==> src/rtl/sdsa_pkg.sv <==
// Shared types and constants of the signed decimal string adder.
package sdsa_pkg;
	localparam logic [7:0] CH_DOT   = 8'h2E;
	localparam logic [7:0] CH_MINUS = 8'h2D;
	localparam logic [7:0] CH_PLUS  = 8'h2B;
	localparam logic [7:0] CH_ZERO  = 8'h30;
	localparam logic [4:0] RADIX    = 5'd10;

	localparam logic [1:0] CLS_SIGN  = 2'd0;
	localparam logic [1:0] CLS_DOT   = 2'd1;
	localparam logic [1:0] CLS_DIGIT = 2'd2;
	localparam logic [1:0] CLS_BAD   = 2'd3;

	localparam logic [1:0] ST_OK     = 2'd0;
	localparam logic [1:0] ST_SYNTAX = 2'd1;
	localparam logic [1:0] ST_DIGITS = 2'd2;
	localparam logic [1:0] ST_ORDER  = 2'd3;

	typedef struct packed {
		logic       kind;
		logic [1:0] cls;
		logic       minus;
		logic [3:0] digit;
		logic       last;
	} item_t;
endpackage

==> src/rtl/sdsa_if.sv <==
// Valid/ready channel interfaces for operand characters and result characters.
interface sdsa_in_if;
	logic       valid;
	logic       ready;
	logic       kind;
	logic [7:0] char_code;
	logic       last_char;
	modport source (output valid, kind, char_code, last_char, input ready);
	modport sink (input valid, kind, char_code, last_char, output ready);
endinterface

interface sdsa_out_if;
	logic       valid;
	logic       ready;
	logic [7:0] out_char;
	logic       out_last;
	logic [1:0] status;
	modport source (output valid, out_char, out_last, status, input ready);
	modport sink (input valid, out_char, out_last, status, output ready);
endinterface

==> src/rtl/sdsa_front.sv <==
// Front end: accepts operand characters and classifies them.
module sdsa_front (
	sdsa_in_if.sink          operand,
	output sdsa_pkg::item_t  item,
	output logic             push,
	input  logic             q_ready
);
	import sdsa_pkg::*;

	assign operand.ready = q_ready;
	assign push = operand.valid && q_ready;

	always_comb begin
		item.kind  = operand.kind;
		item.last  = operand.last_char;
		item.minus = (operand.char_code == CH_MINUS);
		item.digit = operand.char_code[3:0];
		if (operand.char_code == CH_PLUS || operand.char_code == CH_MINUS) begin
			item.cls = CLS_SIGN;
		end else if (operand.char_code == CH_DOT) begin
			item.cls = CLS_DOT;
		end else if (operand.char_code >= CH_ZERO && operand.char_code <= CH_ZERO + 8'd9) begin
			item.cls = CLS_DIGIT;
		end else begin
			item.cls = CLS_BAD;
		end
	end
endmodule

==> src/rtl/sdsa_queue.sv <==
// Two-entry queue of classified items between front and back.
module sdsa_queue (
	input  logic            clk,
	input  logic            arst_n,
	input  sdsa_pkg::item_t wr_item,
	input  logic            push,
	output logic            ready,
	output sdsa_pkg::item_t rd_item,
	output logic            valid,
	input  logic            pop
);
	import sdsa_pkg::*;

	item_t      mem_q [2];
	logic       wp_q;
	logic       rp_q;
	logic [1:0] cnt_q;

	assign ready   = (cnt_q != 2'd2);
	assign valid   = (cnt_q != 2'd0);
	assign rd_item = mem_q[rp_q];

	always_ff @(posedge clk or negedge arst_n) begin
		if (!arst_n) begin
			wp_q  <= 1'b0;
			rp_q  <= 1'b0;
			cnt_q <= 2'd0;
		end else begin
			if (push) begin
				wp_q <= ~wp_q;
			end
			if (pop) begin
				rp_q <= ~rp_q;
			end
			cnt_q <= cnt_q + {1'b0, push} - {1'b0, pop};
		end
	end

	always_ff @(posedge clk) begin
		if (push) begin
			mem_q[wp_q] <= wr_item;
		end
	end
endmodule

==> src/rtl/sdsa_back.sv <==
// Back end: parses to BCD stores; compares (signs differ), adds, emits digit by digit.
module sdsa_back #(
	parameter int WHOLE_DIGITS    = 16,
	parameter int FRACTION_DIGITS = 16
) (
	input  logic            clk,
	input  logic            arst_n,
	input  sdsa_pkg::item_t item,
	input  logic            q_valid,
	output logic            pop,
	sdsa_out_if.source      result
);
	import sdsa_pkg::*;

	localparam int L  = WHOLE_DIGITS + FRACTION_DIGITS;
	localparam int IW = $clog2(L + 1);
	localparam int SW = (L > 1) ? $clog2(L) : 1;
	localparam logic [IW-1:0] IDX_F   = IW'(FRACTION_DIGITS);
	localparam logic [IW-1:0] IDX_FM1 = IW'(FRACTION_DIGITS - 1);
	localparam logic [IW-1:0] IDX_W   = IW'(WHOLE_DIGITS);
	localparam logic [IW-1:0] IDX_TOP = IW'(L - 1);
	localparam logic [IW-1:0] IDX_L   = IW'(L);

	localparam logic [2:0] S_PARSE = 3'd0;
	localparam logic [2:0] S_ERR   = 3'd1;
	localparam logic [2:0] S_CMP   = 3'd2;
	localparam logic [2:0] S_ADD   = 3'd3;
	localparam logic [2:0] S_EMIT  = 3'd4;

	localparam logic [1:0] PH_START = 2'd0;
	localparam logic [1:0] PH_SIGN  = 2'd1;
	localparam logic [1:0] PH_DIGIT = 2'd2;
	localparam logic [1:0] PH_SKIP  = 2'd3;

	localparam logic [1:0] CMP_EQ = 2'd0;
	localparam logic [1:0] CMP_GT = 2'd1;
	localparam logic [1:0] CMP_LT = 2'd2;

	localparam logic [1:0] E_SIGN  = 2'd0;
	localparam logic [1:0] E_WHOLE = 2'd1;
	localparam logic [1:0] E_DOT   = 2'd2;
	localparam logic [1:0] E_FRAC  = 2'd3;

	localparam logic [1:0] ACT_NONE = 2'd0;
	localparam logic [1:0] ACT_ERR  = 2'd1;
	localparam logic [1:0] ACT_CALC = 2'd2;

	logic [3:0]    a_q [L];
	logic [3:0]    b_q [L];
	logic          fneg_q, sneg_q, fdone_q, dot_q;
	logic [1:0]    phase_q, perr_q;
	logic [IW-1:0] wcnt_q, fcnt_q;
	logic [2:0]    st_q;
	logic [IW-1:0] idx_q, top_q, low_q;
	logic [1:0]    cmp_q, esub_q;
	logic          carry_q, nz_q, neg_q, topd_q;
	logic          o_valid_q, o_last_q;
	logic [7:0]    o_char_q;
	logic [1:0]    o_status_q;

	logic          dot_n, fdone_n, fneg_n, sneg_n;
	logic [1:0]    phase_n, perr_n, act;
	logic [IW-1:0] wcnt_n, fcnt_n, wr_idx;
	logic          shift_en, wr_en;
	logic          slot_free;
	logic          o_set, emit_end;

	logic [3:0]    ad, bd, big, sml, rdig, edig;
	logic [4:0]    sum5;
	logic          cout;

	function automatic logic [1:0] note(input logic [1:0] cur, input logic [1:0] code);
		return (cur == ST_OK) ? code : cur;
	endfunction

	assign pop       = q_valid && (st_q == S_PARSE);
	assign slot_free = !o_valid_q || result.ready;
	assign emit_end  = (esub_q == E_WHOLE && idx_q == IDX_F && low_q == IDX_F) ||
	                   (esub_q == E_FRAC && idx_q == low_q);
	assign o_set     = slot_free && ((st_q == S_ERR) ||
	                   (st_q == S_EMIT && (esub_q != E_SIGN || (nz_q && neg_q))));

	assign result.valid    = o_valid_q;
	assign result.out_char = o_char_q;
	assign result.out_last = o_last_q;
	assign result.status   = o_status_q;

	always_comb begin
		phase_n  = phase_q;
		dot_n    = dot_q;
		wcnt_n   = wcnt_q;
		fcnt_n   = fcnt_q;
		perr_n   = perr_q;
		fdone_n  = fdone_q;
		fneg_n   = fneg_q;
		sneg_n   = sneg_q;
		shift_en = 1'b0;
		wr_en    = 1'b0;
		wr_idx   = IDX_FM1 - fcnt_q;
		act      = ACT_NONE;
		if (pop) begin
			if (item.kind != fdone_q) begin
				perr_n = note(perr_n, ST_ORDER);
				if (item.kind && item.last) begin
					act = ACT_ERR;
				end
			end else begin
				if (phase_q != PH_SKIP) begin
					unique case (item.cls)
						CLS_SIGN: begin
							if (phase_q == PH_START) begin
								if (item.kind) begin
									sneg_n = item.minus;
								end else begin
									fneg_n = item.minus;
								end
								phase_n = PH_SIGN;
							end else begin
								perr_n  = note(perr_n, ST_SYNTAX);
								phase_n = PH_SKIP;
							end
						end
						CLS_DOT: begin
							if (phase_q == PH_DIGIT && !dot_q) begin
								dot_n = 1'b1;
							end else begin
								perr_n  = note(perr_n, ST_SYNTAX);
								phase_n = PH_SKIP;
							end
						end
						CLS_DIGIT: begin
							phase_n = PH_DIGIT;
							if (!dot_q) begin
								if (item.digit == 4'd0 && wcnt_q == '0) begin
									phase_n = PH_DIGIT;
								end else if (wcnt_q >= IDX_W) begin
									perr_n  = note(perr_n, ST_DIGITS);
									phase_n = PH_SKIP;
								end else begin
									shift_en = 1'b1;
									wcnt_n   = wcnt_q + 1'b1;
								end
							end else if (fcnt_q >= IDX_F) begin
								perr_n  = note(perr_n, ST_DIGITS);
								phase_n = PH_SKIP;
							end else begin
								wr_en  = 1'b1;
								fcnt_n = fcnt_q + 1'b1;
							end
						end
						default: begin
							perr_n  = note(perr_n, ST_SYNTAX);
							phase_n = PH_SKIP;
						end
					endcase
				end
				if (item.last) begin
					if (phase_n != PH_SKIP &&
					    (phase_n != PH_DIGIT || (dot_n && fcnt_n == '0))) begin
						perr_n = note(perr_n, ST_SYNTAX);
					end
					phase_n = PH_START;
					dot_n   = 1'b0;
					wcnt_n  = '0;
					fcnt_n  = '0;
					if (!item.kind) begin
						fdone_n = 1'b1;
					end else begin
						act = (perr_n != ST_OK) ? ACT_ERR : ACT_CALC;
					end
				end
			end
		end
	end

	always_comb begin
		ad   = a_q[idx_q[SW-1:0]];
		bd   = b_q[idx_q[SW-1:0]];
		big  = (cmp_q == CMP_GT) ? ad : bd;
		sml  = (cmp_q == CMP_GT) ? bd : ad;
		if (fneg_q == sneg_q) begin
			sum5 = {1'b0, ad} + {1'b0, bd} + {4'd0, carry_q};
			cout = (sum5 >= RADIX);
			rdig = cout ? 4'(sum5 - RADIX) : sum5[3:0];
		end else begin
			sum5 = {1'b0, big} - {1'b0, sml} - {4'd0, carry_q};
			cout = sum5[4];
			rdig = cout ? 4'(sum5 + RADIX) : sum5[3:0];
		end
		edig = (idx_q == IDX_L) ? {3'd0, topd_q} : ad;
	end

	always_ff @(posedge clk or negedge arst_n) begin
		if (!arst_n) begin
			o_valid_q <= 1'b0;
		end else if (o_set) begin
			o_valid_q <= 1'b1;
		end else if (result.ready) begin
			o_valid_q <= 1'b0;
		end
	end

	always_ff @(posedge clk or negedge arst_n) begin
		if (!arst_n) begin
			for (int i = 0; i < L; i++) begin
				a_q[i] <= 4'd0;
				b_q[i] <= 4'd0;
			end
			fneg_q     <= 1'b0;
			sneg_q     <= 1'b0;
			fdone_q    <= 1'b0;
			dot_q      <= 1'b0;
			phase_q    <= PH_START;
			perr_q     <= ST_OK;
			wcnt_q     <= '0;
			fcnt_q     <= '0;
			st_q       <= S_PARSE;
			idx_q      <= '0;
			top_q      <= '0;
			low_q      <= '0;
			cmp_q      <= CMP_EQ;
			esub_q     <= E_SIGN;
			carry_q    <= 1'b0;
			nz_q       <= 1'b0;
			neg_q      <= 1'b0;
			topd_q     <= 1'b0;
			o_last_q   <= 1'b0;
			o_char_q   <= 8'd0;
			o_status_q <= ST_OK;
		end else begin
			unique case (st_q)
				S_PARSE: begin
					phase_q <= phase_n;
					dot_q   <= dot_n;
					wcnt_q  <= wcnt_n;
					fcnt_q  <= fcnt_n;
					perr_q  <= perr_n;
					fdone_q <= fdone_n;
					fneg_q  <= fneg_n;
					sneg_q  <= sneg_n;
					if (shift_en) begin
						for (int i = L - 1; i > FRACTION_DIGITS; i--) begin
							if (item.kind) begin
								b_q[i] <= b_q[i-1];
							end else begin
								a_q[i] <= a_q[i-1];
							end
						end
						if (item.kind) begin
							b_q[FRACTION_DIGITS] <= item.digit;
						end else begin
							a_q[FRACTION_DIGITS] <= item.digit;
						end
					end
					if (wr_en) begin
						if (item.kind) begin
							b_q[wr_idx[SW-1:0]] <= item.digit;
						end else begin
							a_q[wr_idx[SW-1:0]] <= item.digit;
						end
					end
					carry_q <= 1'b0;
					cmp_q   <= CMP_EQ;
					top_q   <= IDX_F;
					low_q   <= IDX_F;
					nz_q    <= 1'b0;
					topd_q  <= 1'b0;
					if (act == ACT_ERR) begin
						st_q <= S_ERR;
					end else if (act == ACT_CALC) begin
						if (fneg_n == sneg_n) begin
							st_q  <= S_ADD;
							idx_q <= '0;
						end else begin
							st_q  <= S_CMP;
							idx_q <= IDX_TOP;
						end
					end
				end
				S_ERR: begin
					if (slot_free) begin
						o_char_q   <= 8'd0;
						o_last_q   <= 1'b1;
						o_status_q <= perr_q;
						for (int i = 0; i < L; i++) begin
							a_q[i] <= 4'd0;
							b_q[i] <= 4'd0;
						end
						fneg_q  <= 1'b0;
						sneg_q  <= 1'b0;
						fdone_q <= 1'b0;
						perr_q  <= ST_OK;
						phase_q <= PH_START;
						dot_q   <= 1'b0;
						wcnt_q  <= '0;
						fcnt_q  <= '0;
						st_q    <= S_PARSE;
					end
				end
				S_CMP: begin
					if (cmp_q == CMP_EQ && ad != bd) begin
						cmp_q <= (ad > bd) ? CMP_GT : CMP_LT;
					end
					if (idx_q == '0) begin
						st_q <= S_ADD;
					end else begin
						idx_q <= idx_q - 1'b1;
					end
				end
				S_ADD: begin
					a_q[idx_q[SW-1:0]] <= rdig;
					carry_q <= cout;
					if (rdig != 4'd0 || (idx_q == IDX_TOP && fneg_q == sneg_q && cout)) begin
						nz_q <= 1'b1;
					end
					if (rdig != 4'd0) begin
						if (idx_q >= IDX_F) begin
							top_q <= idx_q;
						end else if (low_q == IDX_F) begin
							low_q <= idx_q;
						end
					end
					if (fneg_q == sneg_q) begin
						neg_q <= fneg_q;
					end else begin
						neg_q <= (cmp_q == CMP_GT) ? fneg_q : ((cmp_q == CMP_LT) ? sneg_q : 1'b0);
					end
					if (idx_q == IDX_TOP) begin
						st_q <= S_EMIT;
						esub_q <= E_SIGN;
						if (fneg_q == sneg_q && cout) begin
							topd_q <= 1'b1;
							idx_q  <= IDX_L;
						end else if (rdig != 4'd0) begin
							idx_q <= idx_q;
						end else begin
							idx_q <= top_q;
						end
					end else begin
						idx_q <= idx_q + 1'b1;
					end
				end
				S_EMIT: begin
					if (slot_free) begin
						o_status_q <= ST_OK;
						o_last_q   <= emit_end;
						case (esub_q)
							E_SIGN: begin
								esub_q <= E_WHOLE;
								if (nz_q && neg_q) begin
									o_char_q <= CH_MINUS;
								end
							end
							E_WHOLE: begin
								o_char_q <= CH_ZERO + {4'd0, edig};
								if (idx_q == IDX_F) begin
									if (low_q != IDX_F) begin
										esub_q <= E_DOT;
									end
								end else begin
									idx_q <= idx_q - 1'b1;
								end
							end
							E_DOT: begin
								o_char_q <= CH_DOT;
								esub_q   <= E_FRAC;
								idx_q    <= IDX_FM1;
							end
							default: begin
								o_char_q <= CH_ZERO + {4'd0, edig};
								if (idx_q != low_q) begin
									idx_q <= idx_q - 1'b1;
								end
							end
						endcase
						if (emit_end) begin
							for (int i = 0; i < L; i++) begin
								a_q[i] <= 4'd0;
								b_q[i] <= 4'd0;
							end
							fneg_q  <= 1'b0;
							sneg_q  <= 1'b0;
							fdone_q <= 1'b0;
							perr_q  <= ST_OK;
							st_q    <= S_PARSE;
						end
					end
				end
				default: begin
					st_q <= S_PARSE;
				end
			endcase
		end
	end

	a_no_pop_busy: assert property (@(posedge clk) disable iff (!arst_n)
		st_q != S_PARSE |-> !pop) else $error("item taken while busy");
	a_err_item: assert property (@(posedge clk) disable iff (!arst_n)
		o_valid_q && o_char_q == 8'd0 |-> o_last_q && o_status_q != ST_OK)
		else $error("bad error result");
	a_cmp_signs: assert property (@(posedge clk) disable iff (!arst_n)
		st_q == S_CMP |-> fneg_q != sneg_q) else $error("compare with equal signs");
	a_hold: assert property (@(posedge clk) disable iff (!arst_n)
		o_valid_q && !result.ready |=> $stable(o_char_q) && o_valid_q)
		else $error("result changed while stalled");
endmodule

==> src/rtl/signed_decimal_string_adder_core.sv <==
// Signed decimal string adder: front classifier, item queue and BCD back end.
// Characters are parsed one per cycle while the back end is in its parse state; after the final B character
// it emits one error result if a fault was noted; else it compares (signs differ only) and adds digit by digit
// over all L = WHOLE_DIGITS + FRACTION_DIGITS digits, offers the sign slot, then emits the result characters.
// Operand characters are not parsed while a result is computed or emitted; only the two-entry queue takes them.
// Reset: arst_n asynchronously clears stores, queue, state and the output register.
module signed_decimal_string_adder_core #(
	parameter int WHOLE_DIGITS    = 16,
	parameter int FRACTION_DIGITS = 16
) (
	input  logic       clk,
	input  logic       arst_n,
	sdsa_in_if.sink    operand,
	sdsa_out_if.source result
);
	import sdsa_pkg::*;

	item_t f_item, q_item;
	logic  push, q_ready, q_valid, pop;

	sdsa_front u_front (
		.operand (operand),
		.item    (f_item),
		.push    (push),
		.q_ready (q_ready)
	);

	sdsa_queue u_queue (
		.clk     (clk),
		.arst_n  (arst_n),
		.wr_item (f_item),
		.push    (push),
		.ready   (q_ready),
		.rd_item (q_item),
		.valid   (q_valid),
		.pop     (pop)
	);

	sdsa_back #(
		.WHOLE_DIGITS    (WHOLE_DIGITS),
		.FRACTION_DIGITS (FRACTION_DIGITS)
	) u_back (
		.clk     (clk),
		.arst_n  (arst_n),
		.item    (q_item),
		.q_valid (q_valid),
		.pop     (pop),
		.result  (result)
	);
endmodule

==> src/flat_wrapper.sv <==
// flat-port wrapper written by rule: the top's interface ports become plain ports
module signed_decimal_string_adder_core_flat import sdsa_pkg::*;
#(
	parameter int WHOLE_DIGITS    = 16,
	parameter int FRACTION_DIGITS = 16
)
  (clk, arst_n, operand_valid, operand_kind, operand_char_code, operand_last_char, operand_ready, result_valid, result_out_char, result_out_last, result_status, result_ready);
  sdsa_in_if operand_i ();
  sdsa_out_if result_i ();
  input  logic clk;
  input  logic arst_n;
  input wire logic [$bits(operand_i.valid)-1:0] operand_valid;
  input wire logic [$bits(operand_i.kind)-1:0] operand_kind;
  input wire logic [$bits(operand_i.char_code)-1:0] operand_char_code;
  input wire logic [$bits(operand_i.last_char)-1:0] operand_last_char;
  output wire logic [$bits(operand_i.ready)-1:0] operand_ready;
  output wire logic [$bits(result_i.valid)-1:0] result_valid;
  output wire logic [$bits(result_i.out_char)-1:0] result_out_char;
  output wire logic [$bits(result_i.out_last)-1:0] result_out_last;
  output wire logic [$bits(result_i.status)-1:0] result_status;
  input wire logic [$bits(result_i.ready)-1:0] result_ready;
  assign operand_i.valid = operand_valid;
  assign operand_i.kind = operand_kind;
  assign operand_i.char_code = operand_char_code;
  assign operand_i.last_char = operand_last_char;
  assign operand_ready = operand_i.ready;
  assign result_valid = result_i.valid;
  assign result_out_char = result_i.out_char;
  assign result_out_last = result_i.out_last;
  assign result_status = result_i.status;
  assign result_i.ready = result_ready;
  signed_decimal_string_adder_core #(.WHOLE_DIGITS(WHOLE_DIGITS), .FRACTION_DIGITS(FRACTION_DIGITS)) u_core (.clk(clk), .arst_n(arst_n), .operand(operand_i), .result(result_i));
endmodule
==> config.mk <==
export PLATFORM = sky130hd
export DESIGN_NAME = signed_decimal_string_adder_core_flat
export DESIGN_NICKNAME = d
export VERILOG_FILES = /design/src/rtl/sdsa_pkg.sv /design/src/rtl/sdsa_if.sv /design/src/rtl/sdsa_front.sv /design/src/rtl/sdsa_queue.sv /design/src/rtl/sdsa_back.sv /design/src/rtl/signed_decimal_string_adder_core.sv /design/src/flat_wrapper.sv
export SDC_FILE = /design/constraint.sdc
export NUM_CORES = 1
export LEC_CHECK = 0
export BUFFER_PORTS_ARGS = -buffer_cell sky130_fd_sc_hd__buf_2
export CORE_MARGIN = 5
export CORE_UTILIZATION = 45
export DETAILED_ROUTE_END_ITERATION = 12
export HOLD_SLACK_MARGIN = 0.15
export SYNTH_ARGS = -nofsm -noshare
export SYNTH_HDL_FRONTEND = slang
export SYNTH_SLANG_ARGS = --single-unit
export TNS_END_PERCENT = 10
==> constraint.sdc <==
create_clock -name clk -period 17.4 [get_ports clk]
set_input_delay 3.48 -clock clk [delete_from_list [all_inputs] [get_ports clk]]
set_output_delay 3.48 -clock clk [all_outputs]
set_load 0.02 [all_outputs]
Word level (Yosys, flattened, before mapping)
Memories as Yosys holds them, arrays and structs flattened.
Index checks and enable logic that the tools add are counted.
{ "word_totals": {"reg_bits": 321, "latchBits": 0, "mem_bits_rw": 18, "rom_bits": 0, "inputBits": 14, "out_inout_bits": 13, "wordCells": 495, "mem_count": 1} }
{ "memory_table": {"columns": ["memory", "words", "width", "rd", "rd_clocked_by_memory_dff", "write_ports", "line", "source"], "rows": [
  ["u_core.u_queue.mem_q", 2, 9, 1, 0, 1, "sdsa_queue.sv:14", "item_t mem_q [2];"]
]} }
{ "op_classes": {"addsub": 14, "n_mul": 0, "div": 0, "order_cmp": 11, "n_eq_ne": 68, "n_shift": 0, "mux": 237, "bitwise_logic": 4, "n_reduce_logical": 71} }
{ "ops": {"columns": ["operator", "n"], "rows": [
  ["128-bit two-way mux", 7],
  ["128-bit case mux with 4 select lines", 1],
  ["128-bit bitwise mux", 3],
  ["128-bit case mux with 3 select lines", 1],
  ["64-bit two-way mux", 4],
  ["6-bit two-way mux", 32],
  ["4-bit two-way mux", 44],
  ["2-bit two-way mux", 46],
  ["1-bit two-way mux", 59],
  ["2-bit != test (second input constant)", 24],
  ["6-bit case mux with 2 select lines", 4],
  ["4-bit binary-select mux with 5-bit select", 2],
  ["4-bit demux with 5-bit select", 2],
  ["8-bit case mux with 2 select lines", 2],
  ["6-bit AND reduction", 5],
  ["8-bit by 6-bit == test with 1-bit output (second input constant)", 3],
  ["8-bit two-way mux", 3],
  ["2-bit case mux with 3 select lines", 4],
  ["6-bit case mux with 4 select lines", 1],
  ["3-bit two-way mux", 7],
  ["1-bit logical AND", 20],
  ["4-bit AND reduction", 5],
  ["6-bit by 1-bit adder with 6-bit output (second input constant)", 3],
  ["6-bit by 5-bit == test with 1-bit output (second input constant)", 3],
  ["other kinds (57)", 120]
]} }

Longest topological paths before layout
Gate-level depths: netlist of run 1.
An unclocked memory read counts as a cell.
{ "logic_depth": {"depth_word": 26, "depth_mapped": 24} }

By module
From an unflattened synthesis of run 1, not the netlist that was laid out.
{ "hier_totals": {"hier_cells": 1827, "area_unflattened_um2": 18854.3} }
{ "modules_own_cells": {"columns": ["mod", "instances", "cells_per_inst", "area_per_inst_um2", "seq_area_each_um2"], "rows": [
  ["sdsa_back", 1, 1764, 17834.6, 7882.6],
  ["sdsa_queue", 1, 43, 885.8, 640.6],
  ["sdsa_front", 1, 20, 133.9, 0.0]
]} }

Worst setup path before layout of run 1
Ideal clock, no wire load.
{ "synth_timing": {"path_type": "register to register", "start": "register u_core.u_back.idx_q[0]", "end": "register u_core.u_back.idx_q[1]", "setup_time_ns": 0.125, "arrival_time_ns": 5.994, "required_time_ns": 17.275, "slack_ns": 11.281, "path_stages_with_launch": 23, "n_path_buf": 7, "period_less_slack_ns": 6.119, "cell_sequence": "dfrtp_1 -> buf_6 -> buf_6 -> buf_6 -> buf_2 -> buf_2 -> buf_2 -> buf_2 -> mux4_2 -> mux4_2 -> mux2i_1 -> inv_1 -> fa_1 -> inv_1 -> fa_1 -> ha_1 -> o31a_1 -> o21ai_1 -> a21o_1 -> a21oi_1 -> a221o_2 -> a21boi_4 -> mux2_4"} }
{ "synth_between": {"elab_chain_len": 13, "word_cells_on_any_way": 41, "classes_between": "add/sub (8); order compare (1); eq/ne (7); mux (20); bitwise (1); reduce/logical (4)"} }
{ "synth_lines": {"columns": ["item", "line", "source"], "rows": [
  ["start: declaration", "sdsa_back.sv:54", "logic [IW-1:0] idx_q, top_q, low_q;"],
  ["start signal: assignment", "sdsa_back.sv:307", "idx_q <= idx_q - 1'b1;"],
  ["start signal: assignment", "sdsa_back.sv:335", "idx_q <= idx_q;"],
  ["start signal: assignment", "sdsa_back.sv:337", "idx_q <= top_q;"],
  ["5-bit NOT with 6-bit output (implied by the code)", "sdsa_back.sv:177, sdsa_back.sv:178", null],
  ["4-bit binary-select mux with 5-bit select, on equally long branches", "sdsa_back.sv:178, sdsa_back.sv:177", null],
  ["4-bit two-way mux, on equally long branches (2 in a row)", "sdsa_back.sv:178, sdsa_back.sv:177", null],
  ["4-bit two-way mux, on equally long branches", "sdsa_back.sv:179, sdsa_back.sv:180", null],
  ["4-bit by 4-bit subtractor with 5-bit output", "sdsa_back.sv:186", "sum5 = {1'b0, big} - {1'b0, sml} - {4'd0, carry_q};"],
  ["5-bit by 1-bit subtractor with 5-bit output", "sdsa_back.sv:186", null],
  ["4-bit adder", "sdsa_back.sv:188", "rdig = cout ? 4'(sum5 + RADIX) : sum5[3:0];"],
  ["4-bit two-way mux", "sdsa_back.sv:188", null],
  ["4-bit two-way mux", "sdsa_back.sv:181", "if (fneg_q == sneg_q) begin"],
  ["4-bit nonzero test", "sdsa_back.sv:334", "end else if (rdig != 4'd0) begin"],
  ["4-bit != test (no line)", null, null],
  ["9-bit AND reduction (no line)", null, null]
]} }
Parallel ways exist; a longest one is shown, timed or not. The select of a mux whose other input is x is not followed.
A chain may end at the register's enable or synchronous reset.

Worst setup path after layout of run 1
{ "layout_timing": {"start": "register u_core.u_back.idx_q[0]", "end": "register u_core.u_back.idx_q[4]"} }
The elaborated chain is that of the path after synthesis.

==> results of run 1 <==
synthesized netlist by cell type, types with 18 or more instances:
library cell / count / share of area
a22oi_1: 59 / 0.024
edfxtp_1: 18 / 0.030
nor3_1: 27 / 0.0074
o211ai_1: 19 / 0.0078
o21ai_0: 141 / 0.039
nor2_1: 95 / 0.020
a21oi_1: 41 / 0.011
o221ai_1: 57 / 0.027
o22ai_1: 49 / 0.017
nand2_1: 198 / 0.041
inv_1: 41 / 0.0084
a22o_1: 153 / 0.073
nor2b_1: 19 / 0.0065
mux4_2: 46 / 0.057
clkbuf_1: 77 / 0.016
dfrtp_1: 319 / 0.44
mux2i_1: 87 / 0.048
nand3_1: 29 / 0.0080
xnor2_1: 21 / 0.010
buf_2: 21 / 0.0058
ha_1: 27 / 0.019
logic make-up after synthesis:
group                      count (synthesis)  synth area share
adders and majority gates                 31            0.0229
other                                      1          0.000205
AOI/OAI and AO/OA                        582             0.228
and+or+nand+nor                          459             0.120
xor gates and xnor gates                  27            0.0134
DFF                                      337             0.467
buffers and inverters                    159            0.0358
muxes                                    145             0.113
critical path: cells and delay by family, from the launching register on:
| kind | cells | cell delay, ps |
|---|---|---|
| flip-flops | 1 | 700 |
| AND/OR/NAND/NOR | 3 | 640 |
| buffers and inverters | 3 | 1510 |
| multiplexers | 3 | 1450 |
| adder cells (fa/ha/maj) | 3 | 1220 |
| AO/OA/AOI/OAI | 4 | 1190 |
routing by layer:
layer,global-route usage,vias to the layer above,share of wire
met5,0,-,0.00023
li1,-,6579,-
met4,0.0946,2,0.038
met1,0.361,7702,0.43
met2,0.392,628,0.45
met3,0.0545,131,0.077
final cells by class:
class,count,area share
timing repair buffer,52,0.0169
sequential,337,0.424
inverter,43,0.00803
multi-input combinational,1246,0.453
clock buffer,64,0.0593
clock inverter,8,0.00535
tap,525,0.0327
state kept, by name, summed over array words and instances, names as in the netlist, 2 cells and up:
register and flops:
u_core.u_back.result.status 2, u_core.u_back.cmp_q 2, u_core.u_back.low_q 6, u_core.u_back.wcnt_q 6
u_core.u_back.idx_q 6, u_core.u_back.a_q 128, u_core.u_back.b_q 128, u_core.u_back.esub_q 2
u_core.u_back.result.out_char 6, u_core.u_back.fcnt_q 6, u_core.u_queue.mem_q 18, u_core.u_back.perr_q 2
u_core.u_back.top_q 6, u_core.u_queue.cnt_q 2, u_core.u_back.phase_q 2, u_core.u_back.st_q 3
worst max path at each step:
stage,startpoint,to,slack [ps],cells after the start
3_3_place_gp,u_core.u_back.idx_q[0],u_core.u_back.idx_q[1],10670,16
3_5_place_dp,u_core.u_back.idx_q[0],u_core.u_back.top_q[0],10590,17
6_report,u_core.u_back.idx_q[0],u_core.u_back.idx_q[4],10530,16
2_1_floorplan,u_core.u_back.idx_q[0],u_core.u_back.idx_q[1],11280,22
4_1_cts,u_core.u_back.idx_q[0],u_core.u_back.idx_q[4],10580,16
5_1_grt,u_core.u_back.idx_q[0],u_core.u_back.top_q[0],10140,17
power by group:
group,leakage (uW),internal [uW],switching [uW]
clock,0.000633,498,340
combinational,0.00347,359,747
sequential,0.00456,856,85.4
through the flow:
step                      setup WS [ps]  instance area (um^2)  hold WS (ps)
after CTS                         10580                 20100           473
final                             10530                 20100           472
after detailed placement          10590                 18800           460
after floorplan                   11280                 18300           451
after global routing              10140                 20100           497
after global placement            10670                 18800           455
==> results.md, run 1 <==
* Multi-input logic area at 0.00911 mm^2
* Fin cells at 2275
* Post-synthesis cell count at 1741
* Slowest stage cell, crit path: buf_4
* Initial antenna violation count at 2
* CTS max path bufs at 3
* Row count at 73
* GRT overflow at 0
* Final Max Tran Viols at 0
* Crit path cell chain: buf_4 -> buf_4 -> mux4_2 -> mux4_2 -> mux2_2 -> fa_1 -> inv_1 -> fa_1 -> ha_1 -> o31a_1 -> o21ai_1 -> nand2_1 -> o21ai_0 -> nor3_1 -> or3_1 -> a22o_1
* Most frequent cells in the layout: dfrtp_1, nand2_1, a22o_1
* Status: finished clean
* Critical path class: flop to flop
* Slowest stage delay, CP at 770 ps
* Syn avg cell area at 10.5 um^2
* DR vias/cell at 6.61
* TritonCTS clock tree: built
* Sequential cell area at 0.00853 mm^2
* Wire per inst at 25.2 um
* Cts hold-fix bufs at 0
* Critical Path Start Type: flop
* Peak VDD IR at 0.0000673 V
* Max Clock Freq at 146 MHz
* Largest net degree at the start of global routing at 101
* Endpoint type of the worst setup path: flop
* Number of library cell types mapped by synthesis at 83
* Pwr/cell area at 144 mW/mm^2
* Num ports at 27
* Fillers at 3555
* Die Ht at 211 um
* Final core occ at 0.504
* Post-CTS Setup Inserts at 0
* Number of synthesized flops with an enable pin at 18
* Number of nets in the layout at 1764
* Clk root buf: clkbuf_16
* Crit path max fanout at 46
* R2R depth at 16
* Ant. Diodes at 0
* RSZ-0062 raised after global routing: no
* IO Port Bufs at 24
* Placed cells at 2203
* Post-route clock period utilization at 0.395
* Post-route DRC at 0
* Vias in the first global route at 14800
* Area grow syn2layout at 10.1%
* Die Area at 0.0447 mm^2
* Worst Hold Path EP: u_core.u_back.result.out_last
* P_leak at 0.00866 uW
* TritonRoute pass-1 iters at 5
* End of the worst register-to-register path: u_core.u_back.idx_q[4]
* Worst R2R Start: u_core.u_back.idx_q[0]
* Total Neg Setup Slack at 0 ps
* Gpl congestion at 0.937
* Share of layout cells above drive strength 1 at 0.113
* Pwr Total at 2890 uW
* MaxCap Viol Count at 0
* Clock Skew at 25.3 ps
* Post-Syn Area at 0.0183 mm^2
* H-tree depth at 2
* DP Wirelength at 38600 um
* Top FF cell, synth: dfrtp_1
* Worst endpoint required time at 17840 ps
* Post-route ant nets at 0
* Setup-failing EPs final at 0
* Hold Crit Class: flop to flop
* Hold Path Cell Cnt at 1
* Drt first-iter violations at 1657
* Core area at 0.0399 mm^2
* DR vias at 15000
* Clk Latency, worst-skew pair at 570 ps
* First-pass GRT wire length at 90100 um
* Clock Sinks at 337
* Yosys reg bits at 337
* Worst slew pin tran at 1180 ps
* Async S/R FF share, synth at 0.947
* GR Util All Layers at 0.256
* Cts repair resizes at 0
* Initial core utilization at 0.457
* Num CTS Buffers at 39
* Commonest non-fill, non-tap cell in the layout: dfrtp_1
* Fin. Hold Viols at 0
* Hold path start: u_core.u_back.result.out_last
* Sequential area share after synthesis at 0.467
* R2r setup slk at 10530 ps
* Yosys warns at 0
* Die width at 211 um
* Max_slew headroom at 0.204
* Min Tclk post-route at 6870 ps
* WL final at 57400 um
* Worst EP arrival at 7310 ps
* CTS clk-pin slew, worst paths at 60 ps
No activity file was read; power rests on OpenSTA's default activity.
==> run 2, diff against run 1 <==
Clock period 17.4 ns to 6.3 ns, I/O delays scaled along.
==> results.md, run 2 (synthesized netlist as in run 1, its figures left out) <==
* Status: finished clean
* Critical path class: flop to flop
* Worst slew pin tran at 1200 ps
* WL final at 57100 um
* DR vias/cell at 6.51
* Min Tclk post-route at 5890 ps
* Post-route DRC at 0
* Initial core utilization at 0.457
* Endpoint type of the worst setup path: flop
* Share of layout cells above drive strength 1 at 0.121
* Fillers at 3561
* DR vias at 14900
* Fin. Hold Viols at 0
* Clk root buf: clkbuf_16
* Clock power share at 0.292
* Cts hold-fix bufs at 0
* Pre-CTS WS at 503 ps
* Most frequent cells in the layout: dfrtp_1, nand2_1, a22o_1
* Clock Skew at 24.2 ps
* CTS clk-pin slew, worst paths at 60 ps
* Clock Sinks at 337
* Gpl congestion at 0.924
* Pwr/cell area at 396 mW/mm^2
* Cts repair resizes at 0
* Row count at 73
* IO Port Bufs at 24
* Setup-failing EPs final at 0
* Final setup margin at 408 ps
* Post-route clock period utilization at 0.935
* Critical Path Start Type: flop
* Final core occ at 0.507
* Clk Latency, worst-skew pair at 590 ps
* P_leak at 0.00875 uW
* Placed cell areas at 0.0189 mm^2
* Core area at 0.0399 mm^2
* Vias in the first global route at 14700
* Flop pwr share at 0.335
* Placed cells at 2216
* Crit path max fanout at 36
* H-tree depth at 2
* Internal at 4760 uW
* TritonRoute pass-1 iters at 7
* Regs by FF count: u_core.u_back.a_q x128, u_core.u_back.b_q x128, u_core.u_queue.mem_q x18
* TritonCTS clock tree: built
* First-pass GRT wire length at 89700 um
* Fin cells at 2287
* Die width at 211 um
* Commonest non-fill, non-tap cell in the layout: dfrtp_1
* GRT overflow at 0
* Cell area after layout at 0.0202 mm^2
* Largest net degree at the start of global routing at 166
* DP Wirelength at 39700 um
* Worst EP arrival at 6350 ps
* Worst endpoint required time at 6760 ps
* Die Area at 0.0447 mm^2
* Comb power frac at 0.373
* Final Max Tran Viols at 0
* Total Neg Setup Slack at 0 ps
* Post-CTS Setup Inserts at 0
* GR Util All Layers at 0.255
* P_sw at 3250 uW
* Number of nets in the layout at 1777
* Sw Ratio at 0.406
* Max Clock Freq at 170 MHz
* Area grow syn2layout at 10.9%
* Hold Crit Class: flop to flop
* Die Ht at 211 um
* Peak VDD IR at 0.000189 V
* Num ports at 27
* Num CTS Buffers at 39
* Post-route ant nets at 0
* Max_slew headroom at 0.199
* MaxCap Viol Count at 0
* Initial antenna violation count at 1
* Drt first-iter violations at 1829
* Wire per inst at 25.0 um
* RSZ-0062 raised after global routing: no
* CTS max path bufs at 3
-- run 2: final cells by class --
class                      count  area, um^2  share of cell area
clock buffer                  55        1120              0.0552
antenna                        1        2.50            0.000124
timing repair buffer          65         475              0.0235
tap                          525         657              0.0325
inverter                      43         161             0.00798
multi-input combinational   1246        9100               0.450
clock inverter                15         198             0.00977
sequential                   337        8530               0.421
-- run 2: per-layer routing --
layer,GRT usage,up-vias,share of wire
met1,0.370,7515,0.44
met5,0,-,0.00016
li1,-,6623,-
met3,0.0381,128,0.069
met4,0.0920,2,0.035
met2,0.393,628,0.45
-- run 2: through the flow --
step           total power (uW)  hold WS [ps]
2_1_floorplan              4740           451
3_3_place_gp               5620           456
3_5_place_dp               5660           460
4_1_cts                    8010           474
5_1_grt                    8410           477
6_report                   8010           470
-- run 2: worst paths after layout --
kind	cells past startpoint	endpoint	slack (ps)	start
max reg2reg	15	u_core.u_back.idx_q[4]	410	u_core.u_back.idx_q[0]
max	15	u_core.u_back.idx_q[4]	410	u_core.u_back.idx_q[0]
min reg2reg	1	u_core.u_back.result.out_last	470	u_core.u_back.result.out_last
max in group asynchronous	2	u_core.u_back.a_q[100]	4240	arst_n
min	1	u_core.u_back.result.out_last	470	u_core.u_back.result.out_last
min in group asynchronous	1	u_core.u_back.low_q[0]	660	arst_n
-- run 2: power groups by stage --
stage | logic, uW | registers (uW) | clock network [uW]
2_1_floorplan | 2220 | 2520 | 0
3_3_place_gp | 2910 | 2720 | 0
6_report | 2990 | 2680 | 2340
5_1_grt | 3240 | 2720 | 2460
4_1_cts | 2950 | 2680 | 2380
3_5_place_dp | 2940 | 2720 | 0
-- run 2: worst max-delay path: stages, from the launching register on --
cell and delay (ps):
dfrtp_4 890, buf_4 320, mux4_2 540, mux4_2 480, mux2i_1 580, inv_1 160, ha_1 460, xnor2_1 260
inv_1 110, o31a_1 250, o21ai_1 390, nand2_1 210, o21ai_0 440, nor3_1 110, or3_1 320, a22o_1 230
